`src/wsd_pkg.sv`:
```
package wsd_pkg;

  // Parser phase of the frame header / payload walk.
  typedef enum logic [2:0] {
    PH_HDR0 = 3'd0,
    PH_HDR1 = 3'd1,
    PH_EXT  = 3'd2,
    PH_KEY  = 3'd3,
    PH_DATA = 3'd4
  } phase_t;

  // One classified item on its way from the parser to the output stage.
  typedef struct packed {
    logic [7:0] data;
    logic [7:0] key;
    logic       last;
    logic       empty;
  } cmd_t;

  localparam int unsigned MASK_BIT  = 7;
  localparam logic [6:0]  LEN_EXT16 = 7'd126;
  localparam logic [6:0]  LEN_EXT64 = 7'd127;
  localparam logic [2:0]  EXT16_CNT = 3'd1;
  localparam logic [2:0]  EXT64_CNT = 3'd7;
  localparam logic [2:0]  KEY_CNT   = 3'd3;

endpackage

```
`src/websocket_frame_deframer_unit.sv`:
```
// WebSocket frame deframer.
// Input channel: one raw link byte per item on in_byte; an item is taken at a
// rising edge with push high and full low. Frames follow each other directly.
// Output channel: one result per payload byte (payload_byte unmasked, with
// frame_last on the final byte) and one result with frame_empty and
// frame_last set, payload_byte zero, for a frame with no payload. The oldest
// result sits on the ports while empty is low and leaves on pop.
// Header bytes (first byte, length, extended length, mask key) produce no
// result. Throughput: one item per cycle in both directions while full is
// low and the receiver pops. Each result passes the queue, then the output
// register. A parser classifies each byte, a DEPTH-entry queue decouples it
// from the output register, so DEPTH+1 results can wait before full rises.
// Reset (rst, synchronous) returns the parser to the first header byte and
// drops every waiting result. When the receiver stops popping, results pile
// up in the queue; full then holds off the sender without losing any byte.
module websocket_frame_deframer_unit
  import wsd_pkg::*;
#(
  parameter int unsigned DEPTH = 4
) (
  input  logic       clk,
  input  logic       rst,
  input  logic       push,
  output logic       full,
  input  logic [7:0] in_byte,
  output logic       empty,
  input  logic       pop,
  output logic [7:0] payload_byte,
  output logic       frame_last,
  output logic       frame_empty
);

  logic accept;
  logic cmd_valid;
  cmd_t cmd;
  cmd_t q_data;
  logic q_valid;
  logic q_pop;

  // Take an item whenever the queue has room; every byte adds at most one.
  assign accept = push && !full;

  // Front: walk the header, track length and key, classify each byte.
  wsd_front u_front (
    .clk       (clk),
    .rst       (rst),
    .accept    (accept),
    .in_byte   (in_byte),
    .cmd_valid (cmd_valid),
    .cmd       (cmd)
  );

  // Queue between parser and output stage.
  wsd_fifo #(
    .DEPTH (DEPTH)
  ) u_fifo (
    .clk       (clk),
    .rst       (rst),
    .wr_en     (cmd_valid),
    .wr_data   (cmd),
    .rd_en     (q_pop),
    .rd_data   (q_data),
    .not_empty (q_valid),
    .full      (full)
  );

  // Back: apply the key byte and hold the result for the receiver.
  wsd_back u_back (
    .clk          (clk),
    .rst          (rst),
    .q_valid      (q_valid),
    .q_data       (q_data),
    .q_pop        (q_pop),
    .pop          (pop),
    .empty        (empty),
    .payload_byte (payload_byte),
    .frame_last   (frame_last),
    .frame_empty  (frame_empty)
  );

endmodule

```
`src/wsd_fifo.sv`:
```
module wsd_fifo
  import wsd_pkg::*;
#(
  parameter int unsigned DEPTH = 4
) (
  input  logic clk,
  input  logic rst,
  input  logic wr_en,
  input  cmd_t wr_data,
  input  logic rd_en,
  output cmd_t rd_data,
  output logic not_empty,
  output logic full
);

  localparam int unsigned PtrW = (DEPTH > 1) ? $clog2(DEPTH) : 1;
  localparam int unsigned CntW = $clog2(DEPTH + 1);

  cmd_t            mem [DEPTH];
  logic [PtrW-1:0] wr_ptr;
  logic [PtrW-1:0] rd_ptr;
  logic [CntW-1:0] count;

  function automatic logic [PtrW-1:0] ptr_inc(input logic [PtrW-1:0] p);
    ptr_inc = (p == PtrW'(DEPTH - 1)) ? '0 : p + 1'b1;
  endfunction

  assign rd_data   = mem[rd_ptr];
  assign not_empty = (count != '0);
  assign full      = (count == CntW'(DEPTH));

  always_ff @(posedge clk) begin
    if (wr_en) begin
      mem[wr_ptr] <= wr_data;
    end
  end

  always_ff @(posedge clk) begin
    if (rst) begin
      wr_ptr <= '0;
      rd_ptr <= '0;
      count  <= '0;
    end else begin
      if (wr_en) begin
        wr_ptr <= ptr_inc(wr_ptr);
      end
      if (rd_en) begin
        rd_ptr <= ptr_inc(rd_ptr);
      end
      unique case ({wr_en, rd_en})
        2'b10:   count <= count + 1'b1;
        2'b01:   count <= count - 1'b1;
        default: count <= count;
      endcase
    end
  end

endmodule

```
`src/wsd_front.sv`:
```
module wsd_front
  import wsd_pkg::*;
(
  input  logic       clk,
  input  logic       rst,
  input  logic       accept,
  input  logic [7:0] in_byte,
  output logic       cmd_valid,
  output cmd_t       cmd
);

  phase_t      phase, phase_next;
  logic [63:0] rem_len, rem_len_next;
  logic [2:0]  hdr_cnt, hdr_cnt_next;
  logic [31:0] mask_key, mask_key_next;
  logic        mask_present, mask_present_next;
  logic [1:0]  pos, pos_next;

  logic [6:0]  len7;
  logic        len_ext;
  logic [63:0] rem_shift;
  logic [7:0]  key_byte;

  assign len7      = in_byte[6:0];
  assign len_ext   = (len7 == LEN_EXT16) || (len7 == LEN_EXT64);
  assign rem_shift = {rem_len[55:0], in_byte};

  // Key byte for the current payload position, first key byte at position 0.
  always_comb begin
    unique case (pos)
      2'd0:    key_byte = mask_key[31:24];
      2'd1:    key_byte = mask_key[23:16];
      2'd2:    key_byte = mask_key[15:8];
      default: key_byte = mask_key[7:0];
    endcase
  end

  // Next state.
  always_comb begin
    phase_next        = phase;
    rem_len_next      = rem_len;
    hdr_cnt_next      = hdr_cnt;
    mask_key_next     = mask_key;
    mask_present_next = mask_present;
    pos_next          = pos;
    if (accept) begin
      unique case (phase)
        PH_HDR0: begin
          phase_next = PH_HDR1;
        end
        PH_HDR1: begin
          mask_present_next = in_byte[MASK_BIT];
          mask_key_next     = '0;
          if (len_ext) begin
            rem_len_next = '0;
            hdr_cnt_next = (len7 == LEN_EXT16) ? EXT16_CNT : EXT64_CNT;
            phase_next   = PH_EXT;
          end else begin
            rem_len_next = {57'd0, len7};
            if (in_byte[MASK_BIT]) begin
              hdr_cnt_next = KEY_CNT;
              phase_next   = PH_KEY;
            end else begin
              pos_next   = '0;
              phase_next = (len7 == '0) ? PH_HDR0 : PH_DATA;
            end
          end
        end
        PH_EXT: begin
          rem_len_next = rem_shift;
          if (hdr_cnt == '0) begin
            if (mask_present) begin
              hdr_cnt_next = KEY_CNT;
              phase_next   = PH_KEY;
            end else begin
              pos_next   = '0;
              phase_next = (rem_shift == '0) ? PH_HDR0 : PH_DATA;
            end
          end else begin
            hdr_cnt_next = hdr_cnt - 1'b1;
          end
        end
        PH_KEY: begin
          mask_key_next = {mask_key[23:0], in_byte};
          if (hdr_cnt == '0) begin
            pos_next   = '0;
            phase_next = (rem_len == '0) ? PH_HDR0 : PH_DATA;
          end else begin
            hdr_cnt_next = hdr_cnt - 1'b1;
          end
        end
        PH_DATA: begin
          rem_len_next = rem_len - 1'b1;
          pos_next     = pos + 1'b1;
          if (rem_len == 64'd1) begin
            phase_next = PH_HDR0;
          end
        end
        default: begin
          phase_next = PH_HDR1;
        end
      endcase
    end
  end

  // Outputs: emit an item for every payload byte and for each empty frame.
  always_comb begin
    cmd_valid = 1'b0;
    cmd       = '0;
    if (accept) begin
      unique case (phase)
        PH_HDR1: begin
          if (!len_ext && !in_byte[MASK_BIT] && (len7 == '0)) begin
            cmd_valid = 1'b1;
            cmd.last  = 1'b1;
            cmd.empty = 1'b1;
          end
        end
        PH_EXT: begin
          if ((hdr_cnt == '0) && !mask_present && (rem_shift == '0)) begin
            cmd_valid = 1'b1;
            cmd.last  = 1'b1;
            cmd.empty = 1'b1;
          end
        end
        PH_KEY: begin
          if ((hdr_cnt == '0) && (rem_len == '0)) begin
            cmd_valid = 1'b1;
            cmd.last  = 1'b1;
            cmd.empty = 1'b1;
          end
        end
        PH_DATA: begin
          cmd_valid = 1'b1;
          cmd.data  = in_byte;
          cmd.key   = mask_present ? key_byte : 8'd0;
          cmd.last  = (rem_len == 64'd1);
          cmd.empty = 1'b0;
        end
        default: begin
          cmd_valid = 1'b0;
        end
      endcase
    end
  end

  always_ff @(posedge clk) begin
    if (rst) begin
      phase        <= PH_HDR0;
      rem_len      <= '0;
      hdr_cnt      <= '0;
      mask_key     <= '0;
      mask_present <= 1'b0;
      pos          <= '0;
    end else begin
      phase        <= phase_next;
      rem_len      <= rem_len_next;
      hdr_cnt      <= hdr_cnt_next;
      mask_key     <= mask_key_next;
      mask_present <= mask_present_next;
      pos          <= pos_next;
    end
  end

endmodule

```
`src/wsd_back.sv`:
```
module wsd_back
  import wsd_pkg::*;
(
  input  logic       clk,
  input  logic       rst,
  input  logic       q_valid,
  input  cmd_t       q_data,
  output logic       q_pop,
  input  logic       pop,
  output logic       empty,
  output logic [7:0] payload_byte,
  output logic       frame_last,
  output logic       frame_empty
);

  logic out_valid;

  // Refill the output register when it is free or being drained.
  assign q_pop = q_valid && (!out_valid || pop);
  assign empty = !out_valid;

  always_ff @(posedge clk) begin
    if (rst) begin
      out_valid <= 1'b0;
    end else if (q_pop) begin
      out_valid <= 1'b1;
    end else if (pop) begin
      out_valid <= 1'b0;
    end
  end

  always_ff @(posedge clk) begin
    if (q_pop) begin
      payload_byte <= q_data.data ^ q_data.key;
      frame_last   <= q_data.last;
      frame_empty  <= q_data.empty;
    end
  end

endmodule

```
`config.mk`:
```
export PLATFORM = sky130hd
export DESIGN_NAME = websocket_frame_deframer_unit
export DESIGN_NICKNAME = d
export VERILOG_FILES = /design/src/wsd_pkg.sv /design/src/websocket_frame_deframer_unit.sv /design/src/wsd_fifo.sv /design/src/wsd_front.sv /design/src/wsd_back.sv
export SDC_FILE = /design/constraint.sdc
export NUM_CORES = 1
export LEC_CHECK = 0
export BUFFER_PORTS_ARGS = -buffer_cell sky130_fd_sc_hd__buf_2
export CORE_UTILIZATION = 38
export CTS_CLUSTER_SIZE = 10
export DETAILED_ROUTE_END_ITERATION = 8
export GPL_TIMING_DRIVEN = 1
export PLACE_DENSITY = 0.66
export SYNTH_ARGS = -nofsm -noshare
export SYNTH_HDL_FRONTEND = slang
export SYNTH_HIERARCHICAL = 1
export SYNTH_SLANG_ARGS = --single-unit
```
`constraint.sdc`:
```
create_clock -name clk -period 3.9 [get_ports clk]
set_clock_uncertainty 0.2 [all_clocks]
set_input_delay 0 -clock clk [delete_from_list [all_inputs] [get_ports clk]]
set_output_delay 0 -clock clk [all_outputs]
set_load 0.01 [all_outputs]
```
### Yosys cells after proc, flatten, opt, wreduce, memory -nomap -nowiden

Memories as Yosys holds them, arrays and structs flattened. A register that Yosys moved wholly into a read port is not among the register bits.
Cells that the tools add are included.

| storage, ports and cells | value |
|---|---|
| register bits | 123 |
| RAM bits | 72 |
| bits of input ports | 12 |
| output and inout bits | 12 |
| word-level logic and storage cells | 125 |
| memories kept | 1 |

| cells by class | value |
|---|---|
| add/subtract/negate cells | 7 |
| equality and inequality tests | 23 |
| multiplexer cells | 48 |
| bitwise gates (word level) | 1 |
| reduce and logical (&&, ||, !) cells | 32 |

Memories:

| name | words | bits a word | read ports | clocked after Yosys merged registers in | wr ports | line | text |
|---|---|---|---|---|---|---|---|
| u_fifo.mem | 4 | 18 | 1 | 1 | 1 | wsd_fifo.sv:19 | `cmd_t mem [DEPTH];` |

Operators by type and width:

| cell | number |
|---|---|
| $pmux 64 s3 | 1 |
| $logic_not 64->1 | 2 |
| $eq 64x1->1 const B | 1 |
| $pmux 32 s2 | 1 |
| $sub 64x1->64 const B | 1 |
| $mux 3 | 15 |
| $mux 2 | 12 |
| $pmux 8 s3 | 1 |
| $mux 18 | 1 |
| $mux 16 | 1 |
| $pmux 2 s4 | 2 |
| $eq 7x7->1 const B | 2 |
| $pmux 3 s4 | 1 |
| $pmux 3 s3 | 1 |
| $reduce_bool 3->1 | 3 |
| $eq 2x2->1 const B | 4 |
| $mux 1 | 8 |
| $mux 8 | 1 |
| $ne 2x2->1 const B | 4 |
| $xor 8x8->8 | 1 |
| $logic_and 1x1->1 | 7 |
| $logic_not 7->1 | 1 |
| $mux 7 | 1 |
| $reduce_and 7->1 | 1 |
| other kinds (20) | 38 |

### Longest topological paths before layout

Gate-level depths: netlist of run 1.

| depth | value |
|---|---|
| depth after elaboration | 10 |
| gate-level depth with buffers | 14 |
| depth with buffers taken out | 12 |

### Modules after synthesis

Netlist of run 1, hierarchy kept.

By module, submodules not included:

| module | times used | cells an instance | area each (sq um) | seq. area each (sq um) |
|---|---|---|---|---|
| wsd_front | 1 | 831 | 6286.0 | 2102.0 |
| wsd_fifo | 1 | 138 | 3079.2 | 2342.2 |
| wsd_back | 1 | 24 | 415.4 | 320.3 |
| websocket_frame_deframer_unit | 1 | 1 | 13.8 | 0.0 |

### Worst setup path before layout of run 1

Ideal clock, no wire load.

| timing path | value |
|---|---|
| path kind | flip-flop to flip-flop |
| start point | register u_front.rem_len[24] |
| end point | register u_fifo.count[2] |
| setup time | 70 ps |
| arrival time | 3380 ps |
| required time | 3630 ps |
| setup slack | 250 ps |
| cell stages (with the launch flop) | 14 |
| path buffers | 1 |
| period minus slack after synthesis | 3650 ps |
| cells stage by stage | dfxtp_1 > or4_4 > or2_1 > buf_6 > nor4_4 > nand2_1 > o31ai_2 > o21a_1 > inv_1 > ha_1 > fa_1 > xnor2_1 > or3_1 > a21oi_1 |

| between the ends | value |
|---|---|
| longest elaborated chain between the ends | 7 |
| elaborated cells on any way between the ends | 12 |
| those cells by class | 2 x eq/ne; 5 x mux; 5 x reduce/logical |

Ends and longest elaborated chain:

| element | line | text |
|---|---|---|
| start, declared | wsd_front.sv:13 | `logic [63:0] rem_len, rem_len_next;` |
| start signal, assigned | wsd_front.sv:157 | `rem_len <= rem_len_next;` |
| $logic_not 64->1, on equally long branches | wsd_front.sv:127, wsd_front.sv:120 |  |
| $logic_and 1x1->1, on equally long branches | wsd_front.sv:127, wsd_front.sv:120 |  |
| $mux 1, on equally long branches | wsd_front.sv:127, wsd_front.sv:120 |  |
| $pmux 1 s4 (*) | wsd_front.sv:111 | `unique case (phase)` |
| $mux 1 (*) | wsd_front.sv:110 | `if (accept) begin` |
| named net cmd_valid | websocket_frame_deframer_unit.sv:34 | `logic cmd_valid;` |
| $eq 2x1->1 or $eq 2x2->1 (tied branches) | wsd_fifo.sv:50 | `unique case ({wr_en, rd_en})` |
| $pmux 3 s2 or $reduce_bool 2->1 (tied branches) | -- |  |
| end signal, assigned | wsd_fifo.sv:51 | `2'b10: count <= count + 1'b1;` |
| end signal, assigned | wsd_fifo.sv:52 | `2'b01: count <= count - 1'b1;` |
| end signal, assigned | wsd_fifo.sv:53 | `default: count <= count;` |
| end, declared | wsd_fifo.sv:22 | `logic [CntW-1:0] count;` |

Mark *: on every way through the listed nets, which the timed path passes. The rest lies on a longest branch.
A chain may end at the register's enable or synchronous reset.

### Final worst setup path of run 1

| timing path | value |
|---|---|
| start point | register u_front.rem_len[25] |
| end point | register u_fifo.count[2] |

The elaborated chain is that of the path after synthesis.

==> results.txt, run 1 <==
The analysis attributes to cell leakage a power of 0.003899 µW. Largest vdd supply drop: 0.0003969 V. By instance count, the leading cell after synthesis is sky130_fd_sc_hd__nor2_1. In this run the number of cells on the critical path is 12. For the first-pass GRT wire length, the log shows 40,860 µm.

The critical path goes through or4_4 > or2_1 > nor4_4 > nand2_1 > o31ai_4 > o21a_1 > inv_1 > ha_1 > fa_1 > xnor2_1 > or3_1 > a21oi_1. After global routing, the most crowded layer is met2. The number of warnings printed during yosys synthesis was 6. Dividing the detail-routed via count by the number of cells gives 5.925. The count of buffers added on input and output ports is 23. The run gives 0 as the number of setup violations in the final report. 24 I/O pins were placed. In this run the worst setup path terminates at u_fifo/count[2].

The cell area that synthesis handed to floorplanning was 0.009794 mm². For this design, the sink count on the clock tree is 197. For this configuration, the core starts out at a cell density of 38.78%. After detailed routing, the number of remaining DRC violations is 0. Power spread over the standard cell area amounts to 549.9 mW/mm².

The final critical path takes up 95.65% of the cycle. The critical path in this run is classified as reg -> reg. Grouping stages by cell kind, the critical path spends the most delay in simple AND/OR/NAND/NOR gates.

For the share of the yosys chip area belonging to registers, the log shows 48.65%. The leading register cell type out of synthesis is sky130_fd_sc_hd__dfxtp_1. The area share of the largest cell type after synthesis came out at 25.14%. In this run the register-to-register setup slack is 0.17 ns. In this run the deepest clock path goes through 2 buffers.

Entering global routing, the biggest net connects 76 pins. The per-instance average area after synthesis was 9.854 µm²; the number of enable flip-flop cells after synthesis was 82. The critical path endpoint category was a flop. Global routing consumed, on the met3 layer, 3.107% of the routing resources. From synthesis to final layout, the design area changed by 13.54%. In the synthesized netlist, the cells that appear most often are sky130_fd_sc_hd__nor2_1, sky130_fd_sc_hd__dfxtp_1, sky130_fd_sc_hd__edfxtp_1. TritonCTS built the clock tree.

The area of the core is 0.02525 mm². At the pin with the least slew margin, the transition time is 0.9709 ns. Number of slew-limit violations in the final report: 0. Setup repair after global routing left no endpoint under its margin. The tools report the launch point of the critical path as u_front/rem_len[25]. After synthesis the netlist holds a flip-flop and latch count of 197. Headroom to the max-slew limit came out at 35.12%. The placed instances occupy a cell area of 0.01033 mm². By area the synthesized netlist is led by sky130_fd_sc_hd__edfxtp_1, sky130_fd_sc_hd__dfxtp_1, sky130_fd_sc_hd__nor2_1, sky130_fd_sc_hd__a22oi_1, sky130_fd_sc_hd__a21oi_1.

The accumulated negative setup slack was 0 ns; the final count of hold timing violations was 0. The floorplan step set the die width to 162.5 µm. The largest incremental delay on the critical path was 0.57 ns. The logs give 0.8485 for the final weighted congestion in routability-driven placement and 0 for the overflow left after global routing. The count of nets after finishing is 1,044, and the depth of the CTS H-tree is 4. The logs give 0 for the number of antenna violations at the first check in global routing and 1,022 for the synthesized netlist net count.

The tree is rooted in a sky130_fd_sc_hd__clkbuf_16. Reg-to-reg startpoint: u_front/rem_len[25]. After detailed routing, the average wire length per cell comes to 18.71 µm.

For met2 alone, demand over resource in global routing was 32.73%. The max-capacitance violation count was 0. The iteration count of the initial detailed-routing pass is 5. The floorplan has 58 rows. The later pin in the worst-skew pair is clocked with a latency of 0.44 ns. For this run, the top clock speed supported by timing is 268.1 MHz.

The overall routing resource usage was 19.63%; the cell count of the worst reg-to-reg path was 12. The cell at the slowest stage of the critical path is sky130_fd_sc_hd__or4_4. The final layout contains routed wiring with a total length of 25,430 µm. In the synthesized netlist, the number of instances is 994. After synthesis, the share of flip-flops with an asynchronous set or reset is 0%.

The largest fanout of any net on the critical path is 6, and the proportion of layout cells with a drive suffix above 1 is 12.54%. The first routing iteration left 971 violations. At the worst endpoint, the arrival time is 3.90 ns. Once detailed placement completed, the half-perimeter wirelength came to 16,490 µm.

In this run the critical register-to-register path is captured at u_fifo/count[2]. After routing the design area is 0.01112 mm². Worst hold-check path type: in -> reg.

The die height works out to 162.5 µm. The startpoint class of the critical path is a flop. The run finished with clean final reports. The dominant cell type by area after synthesis was sky130_fd_sc_hd__edfxtp_1.

The run gives 4.07 ns as the required time of the critical path. The netlist uses 74 different library cells. The detail route stage leaves a number of antenna-violating nets equal to 0. Clock tree synthesis inserted a total of 17 buffers. The floorplan step defined a die boundary enclosing 0.02642 mm². Clock-pin slew was measured on the worst setup and hold paths at 0.09 ns.

The final critical delay including setup and external delays works out to 3.730 ns. The total buffers and inverters traversed by the critical path came out at 1. The logs give 26.24% for the met1 track utilization from global routing and 0 for the antenna cell count. The tools report the number of global-route vias before repair as 7,500. For this block, the via count after detailed routing is 8,052.
-- worst min-delay path: stages --
cell                            delay, ns
sky130_fd_sc_hd__dlygate4sd3_1       0.53
sky130_fd_sc_hd__buf_2               0.10
sky130_fd_sc_hd__nand2b_1            0.10
sky130_fd_sc_hd__a21oi_1             0.06
-- where the power goes --
group | internal, µW | switching, µW | leakage [µW]
Combinational | 668 | 1110 | 0.00190
Clock | 916 | 985 | 0.000315
Sequential | 2290 | 142 | 0.00168
Total | 3880 | 2240 | 0.00390
-- logic make-up after synthesis --
family                     after synthesis  synth area share, %
muxes                                   29                5.570
buffers and inverters                   88                3.820
xor gates and xnor gates                14                1.252
AOI/OAI and AO/OA                      276                18.56
DFF                                    197                48.65
and+or+nand+nor                        374                20.03
adders and majority gates               16                2.121
-- metrics by stage --
step	total power (µW)	instances	hold slack [ns]	setup WS [ns]	utilization (%)
3_3_place_gp	4223	1315	0.08917	0.1565	40.92
2_1_floorplan	3739	994	-0.1309	0.2505	-
5_1_grt	6418	1359	0.2123	0.03132	44.03
6_report	6115	1359	0.1997	0.1697	44.03
4_1_cts	6137	1359	0.1793	0.1452	44.00
3_5_place_dp	4232	1315	0.09516	0.1513	40.92
-- sequential cells by signal, indices dropped and copies added, names as in the netlist, named ones only --
signal                flops
u_back/frame_empty        1
u_back/frame_last         1
u_back/out_valid          1
u_back/payload_byte       8
u_fifo/count              3
u_fifo/mem               72
u_fifo/rd_ptr             2
u_fifo/wr_ptr             2
u_front/hdr_cnt           3
u_front/mask_key         32
u_front/mask_present      1
u_front/phase             3
u_front/pos               2
u_front/rem_len          64
-- how the worst min path moves through the flow --
| stage | startpoint | endpoint | cells after the start |
|---|---|---|---|
| final | pop | u_back/out_valid | 4 |
| after global routing | pop | u_back/out_valid | 4 |
| after global placement | pop | u_back/out_valid | 3 |
| after floorplan | rst | u_back/out_valid | 1 |
| after detailed placement | pop | u_back/out_valid | 3 |
| after CTS | pop | u_back/out_valid | 4 |
-- metal layers --
metal  share of wire (%)  vias up
met1                  44     3883
met5                   0        -
met3                 6.7       28
met4                0.96        0
li1                    -     3806
met2                  48      335
-- cell type report --
cell class	count	area, µm²
fill	2374	14130
tap	330	412.9
clock buffer	17	425.4
sequential	197	4765
timing repair buffer	73	523.0
multi-input combinational	709	4696
clock inverter	15	231.5
inverter	18	67.56
-- timing repair --
| action | CTS | global route |
|---|---|---|
| endpoints found under the setup margin | 0 | 1 |
| hold buffers | 12 | 0 |
| buffers inserted | 0 | 0 |
| gates resized for setup | 0 | 1 |
| endpoints found under the hold margin | 75 | 0 |
-- cell usage in the layout, fill, tap and decap left out, types with 8 or more instances in the layout --
cell	instances
sky130_fd_sc_hd__xor2_1	10
sky130_fd_sc_hd__mux4_1	8
sky130_fd_sc_hd__nand2_1	65
sky130_fd_sc_hd__a222oi_1	8
sky130_fd_sc_hd__inv_1	18
sky130_fd_sc_hd__o22ai_1	15
sky130_fd_sc_hd__a32oi_1	9
sky130_fd_sc_hd__nor2_1	137
sky130_fd_sc_hd__nand3_1	21
sky130_fd_sc_hd__a31oi_1	17
sky130_fd_sc_hd__edfxtp_1	82
sky130_fd_sc_hd__dlygate4sd3_1	12
sky130_fd_sc_hd__nand4_1	10
sky130_fd_sc_hd__mux2i_1	11
sky130_fd_sc_hd__or3_1	13
sky130_fd_sc_hd__nor3_1	33
sky130_fd_sc_hd__ha_1	15
sky130_fd_sc_hd__and2_1	11
sky130_fd_sc_hd__mux4_2	10
sky130_fd_sc_hd__buf_4	39
sky130_fd_sc_hd__o21ai_0	54
sky130_fd_sc_hd__nor4_1	13
sky130_fd_sc_hd__dfxtp_1	115
sky130_fd_sc_hd__a22oi_1	47
sky130_fd_sc_hd__buf_2	22
sky130_fd_sc_hd__clkbuf_16	17
sky130_fd_sc_hd__a21oi_1	68
sky130_fd_sc_hd__and3_1	17
(Power assumes the default switching activity.)
==> run 2, diff against run 1 <==
--- a/config.mk
+++ b/config.mk
@@ -6,11 +6,12 @@
 export NUM_CORES = 1
 export LEC_CHECK = 0
 export BUFFER_PORTS_ARGS = -buffer_cell sky130_fd_sc_hd__buf_2
+export CAP_MARGIN = 20
 export CORE_UTILIZATION = 38
 export CTS_CLUSTER_SIZE = 10
 export DETAILED_ROUTE_END_ITERATION = 8
 export GPL_TIMING_DRIVEN = 1
-export PLACE_DENSITY = 0.66
+export PLACE_DENSITY = 0.6
 export SYNTH_ARGS = -nofsm -noshare
 export SYNTH_HDL_FRONTEND = slang
 export SYNTH_HIERARCHICAL = 1
==> results.txt, run 2 (synthesis gave the netlist of run 1 again) <==
Area growth from synthesis to layout: 13.29% (was 13.54%). Setup repair after global routing left no endpoint under its margin. The final critical delay including setup and external delays is 3.657 ns (was 3.730 ns). The largest vdd supply drop is 0.0003150 V (was 0.0003969 V).

The most frequent standard cell in the layout excluding fill and tap cells is sky130_fd_sc_hd__nor2_1 (unchanged). The die height is 162.5 µm (unchanged). The logs give 0.8371 (was 0.8485) for the final weighted congestion in routability-driven placement and 16,420 µm (was 16,490 µm) for the post-detailed-placement half-perimeter wirelength. The run gives 1,042 (was 1,044) as the count of nets after finishing. The logs give 2 (unchanged) for the number of buffers between clock root and the deepest sink and 0 (unchanged) for the number of gates resized after cts. The clock transition time at the flip-flop clock pins of the worst setup and hold paths is 0.09 ns (about the same), and the die area is 0.02642 mm² (unchanged).

The iteration count of the initial detailed-routing pass came out at 6 (was 5). The tools report the critical path endpoint category as a flop (unchanged). The flip-flop count of the largest register after layout is 72 (unchanged). The run gives 43.59% (was 35.12%) as the worst relative slew slack. The maximum operating frequency is 273.5 MHz (was 268.1 MHz), and the accumulated negative setup slack is 0 ns (unchanged). The tools report the final-layout worst hold slack as 0.02180 ns (was 0.1997 ns).

For the number of rows in the core area, the log shows 58 (unchanged). Registers with the highest flip-flop counts: u_fifo/mem x72, u_front/rem_len x64, u_front/mask_key x32 (unchanged). The ratio of routed vias to standard cells is 5.878 (was 5.925). Worst hold-check path type: in -> reg (unchanged). The largest fanout of any net on the critical path was 5 (was 6); the die outline width was 162.5 µm (unchanged).

Required time of the critical path: 4.08 ns (was 4.07 ns). The number of CTS-inserted buffers is 17 (unchanged). The clock net sink count is 197 (unchanged), and the critical path arrival is 3.84 ns (was 3.90 ns). The logs give 40,450 µm (was 40,860 µm) for the first-pass GRT wire length and 19.44% (was 19.63%) for the overall routing resource usage. Clock root buffer: sky130_fd_sc_hd__clkbuf_16 (unchanged). The DRC violations left is 0 (unchanged). The run gives 725 (was 971) as the DRC marker count from the first detailed-route iteration. Number of slew-limit violations in the final report: 0 (unchanged). The overflow left after global routing was 0 (unchanged); the routed wire length was 25,210 µm (was 25,430 µm). The power per cell area came out at 552.5 mW/mm² (was 549.9 mW/mm²). The tools report the effective utilization at floorplan as 38.78% (unchanged). The number of global-route vias before repair came out at 7,427 (was 7,500). The proportion of layout cells with a drive suffix above 1 came out at 12.56% (was 12.54%). The run gives 0.02525 mm² (unchanged) as the area of the core.

The register name with the most flops is u_fifo/mem (unchanged). The depth of the CTS H-tree was 4 (unchanged); the antenna cell count was 0 (unchanged). The tools report the number of setup violations in the final report as 0 (unchanged).

The startpoint-to-endpoint class of the critical path was reg -> reg (unchanged). The static power due to leakage was 0.003895 µW (was 0.003899 µW). The flow ran to the end, and the final reports show no timing, DRC or antenna violations.

Number of routed nets with antenna violations: 0 (unchanged). TritonCTS built the clock tree. The number of vias after detailed routing was 7,976 (was 8,052); the number of antenna violations at the first check in global routing was 0 (unchanged). The final standard cell utilization of the core was 43.94% (was 44.03%); the average wire per cell in the routed design was 18.58 µm (was 18.71 µm). Top library cells by usage in the layout, fill and taps aside: sky130_fd_sc_hd__nor2_1, sky130_fd_sc_hd__dfxtp_1, sky130_fd_sc_hd__edfxtp_1, sky130_fd_sc_hd__a21oi_1, sky130_fd_sc_hd__nand2_1 (unchanged). The transition time at the pin with the least slew margin was 0.8451 ns (was 0.9709 ns); the final count of hold timing violations was 0 (unchanged). The max-capacitance violation count came out at 0 (unchanged). The tools report the total I/O pin count as 24 (unchanged).

The port buffer count was 23 (unchanged); the final cycle utilization of the critical path was 93.76% (was 95.65%). The pin count of the biggest net entering global routing is 63 (was 76), and the clock insertion delay at the later pin of the skew report is 0.45 ns (was 0.44 ns). The startpoint class of the critical path is a flop (unchanged).
[run 2: cell types whose count changed in the layout (fill, tap and decap cells not counted)]
cell / delta
sky130_fd_sc_hd__inv_12: +4
sky130_fd_sc_hd__clkinv_8: -2
sky130_fd_sc_hd__dlygate4sd3_1: -2
sky130_fd_sc_hd__inv_16: -1
sky130_fd_sc_hd__inv_6: -1
sky130_fd_sc_hd__o31ai_2: +1
sky130_fd_sc_hd__o31ai_4: -1
[run 2: where the power goes]
part	internal [µW]	switching (µW)
clock network	925	998
logic	666	1150
registers	2290	99.2
[run 2: layer usage]
layer	global-route usage, %	vias to the layer above	wire length (µm)
met5	0	-	0
met4	5.650	0	333
met3	2.852	27	1345
met2	30.67	261	11650
met1	27.60	3891	11880
li1	-	3797	-
[run 2: metrics by stage]
step / total power, µW / area [µm²] / setup slack, ns / instances
finish: 6130 / 11100 / 0.2434 / 1357
global placement: 4231 / 10330 / 0.2912 / 1315
detailed placement: 4240 / 10330 / 0.2721 / 1315
floorplan: 3739 / 9794 / 0.2505 / 994
global route: 6436 / 11100 / 0.003148 / 1357
CTS: 6172 / 11100 / 0.2463 / 1357
[run 2: layout make-up]
type                       count  area [µm²]
clock buffer                  17       425.4
sequential                   197        4765
tap                          330       412.9
multi-input combinational    709        4687
inverter                      18       67.56
fill                        2434       14160
timing repair buffer          71       503.0
clock inverter                15       235.2
[run 2: worst max-delay path, stage by stage, from the launching register on]
cell,delay [ns]
sky130_fd_sc_hd__dfxtp_1,0.32
sky130_fd_sc_hd__or4_4,0.57
sky130_fd_sc_hd__or2_1,0.30
sky130_fd_sc_hd__nor4_4,0.35
sky130_fd_sc_hd__nand2_1,0.15
sky130_fd_sc_hd__o31ai_2,0.29
sky130_fd_sc_hd__o21a_1,0.17
sky130_fd_sc_hd__inv_1,0.06
sky130_fd_sc_hd__ha_1,0.23
sky130_fd_sc_hd__fa_1,0.38
sky130_fd_sc_hd__xnor2_1,0.14
sky130_fd_sc_hd__or3_1,0.30
sky130_fd_sc_hd__a21oi_1,0.13
[run 2: worst paths after layout]
kind                             from             endpoint  slack (ns)  cells past startpoint
setup / recovery  u_front/rem_len[24]      u_fifo/count[2]        0.24                     12
hold / removal                   push     u_front/phase[2]        0.02                      5
setup reg to reg  u_front/rem_len[24]      u_fifo/count[2]        0.24                     12
hold reg to reg   u_front/rem_len[57]  u_front/rem_len[57]        0.29                      2
[run 2: timing repair]
item,4_1_cts,5_1_grt
endpoints found under the setup margin,0,0
hold endpoints to repair,83,0
hold buffers,10,0
setup buffers,0,0
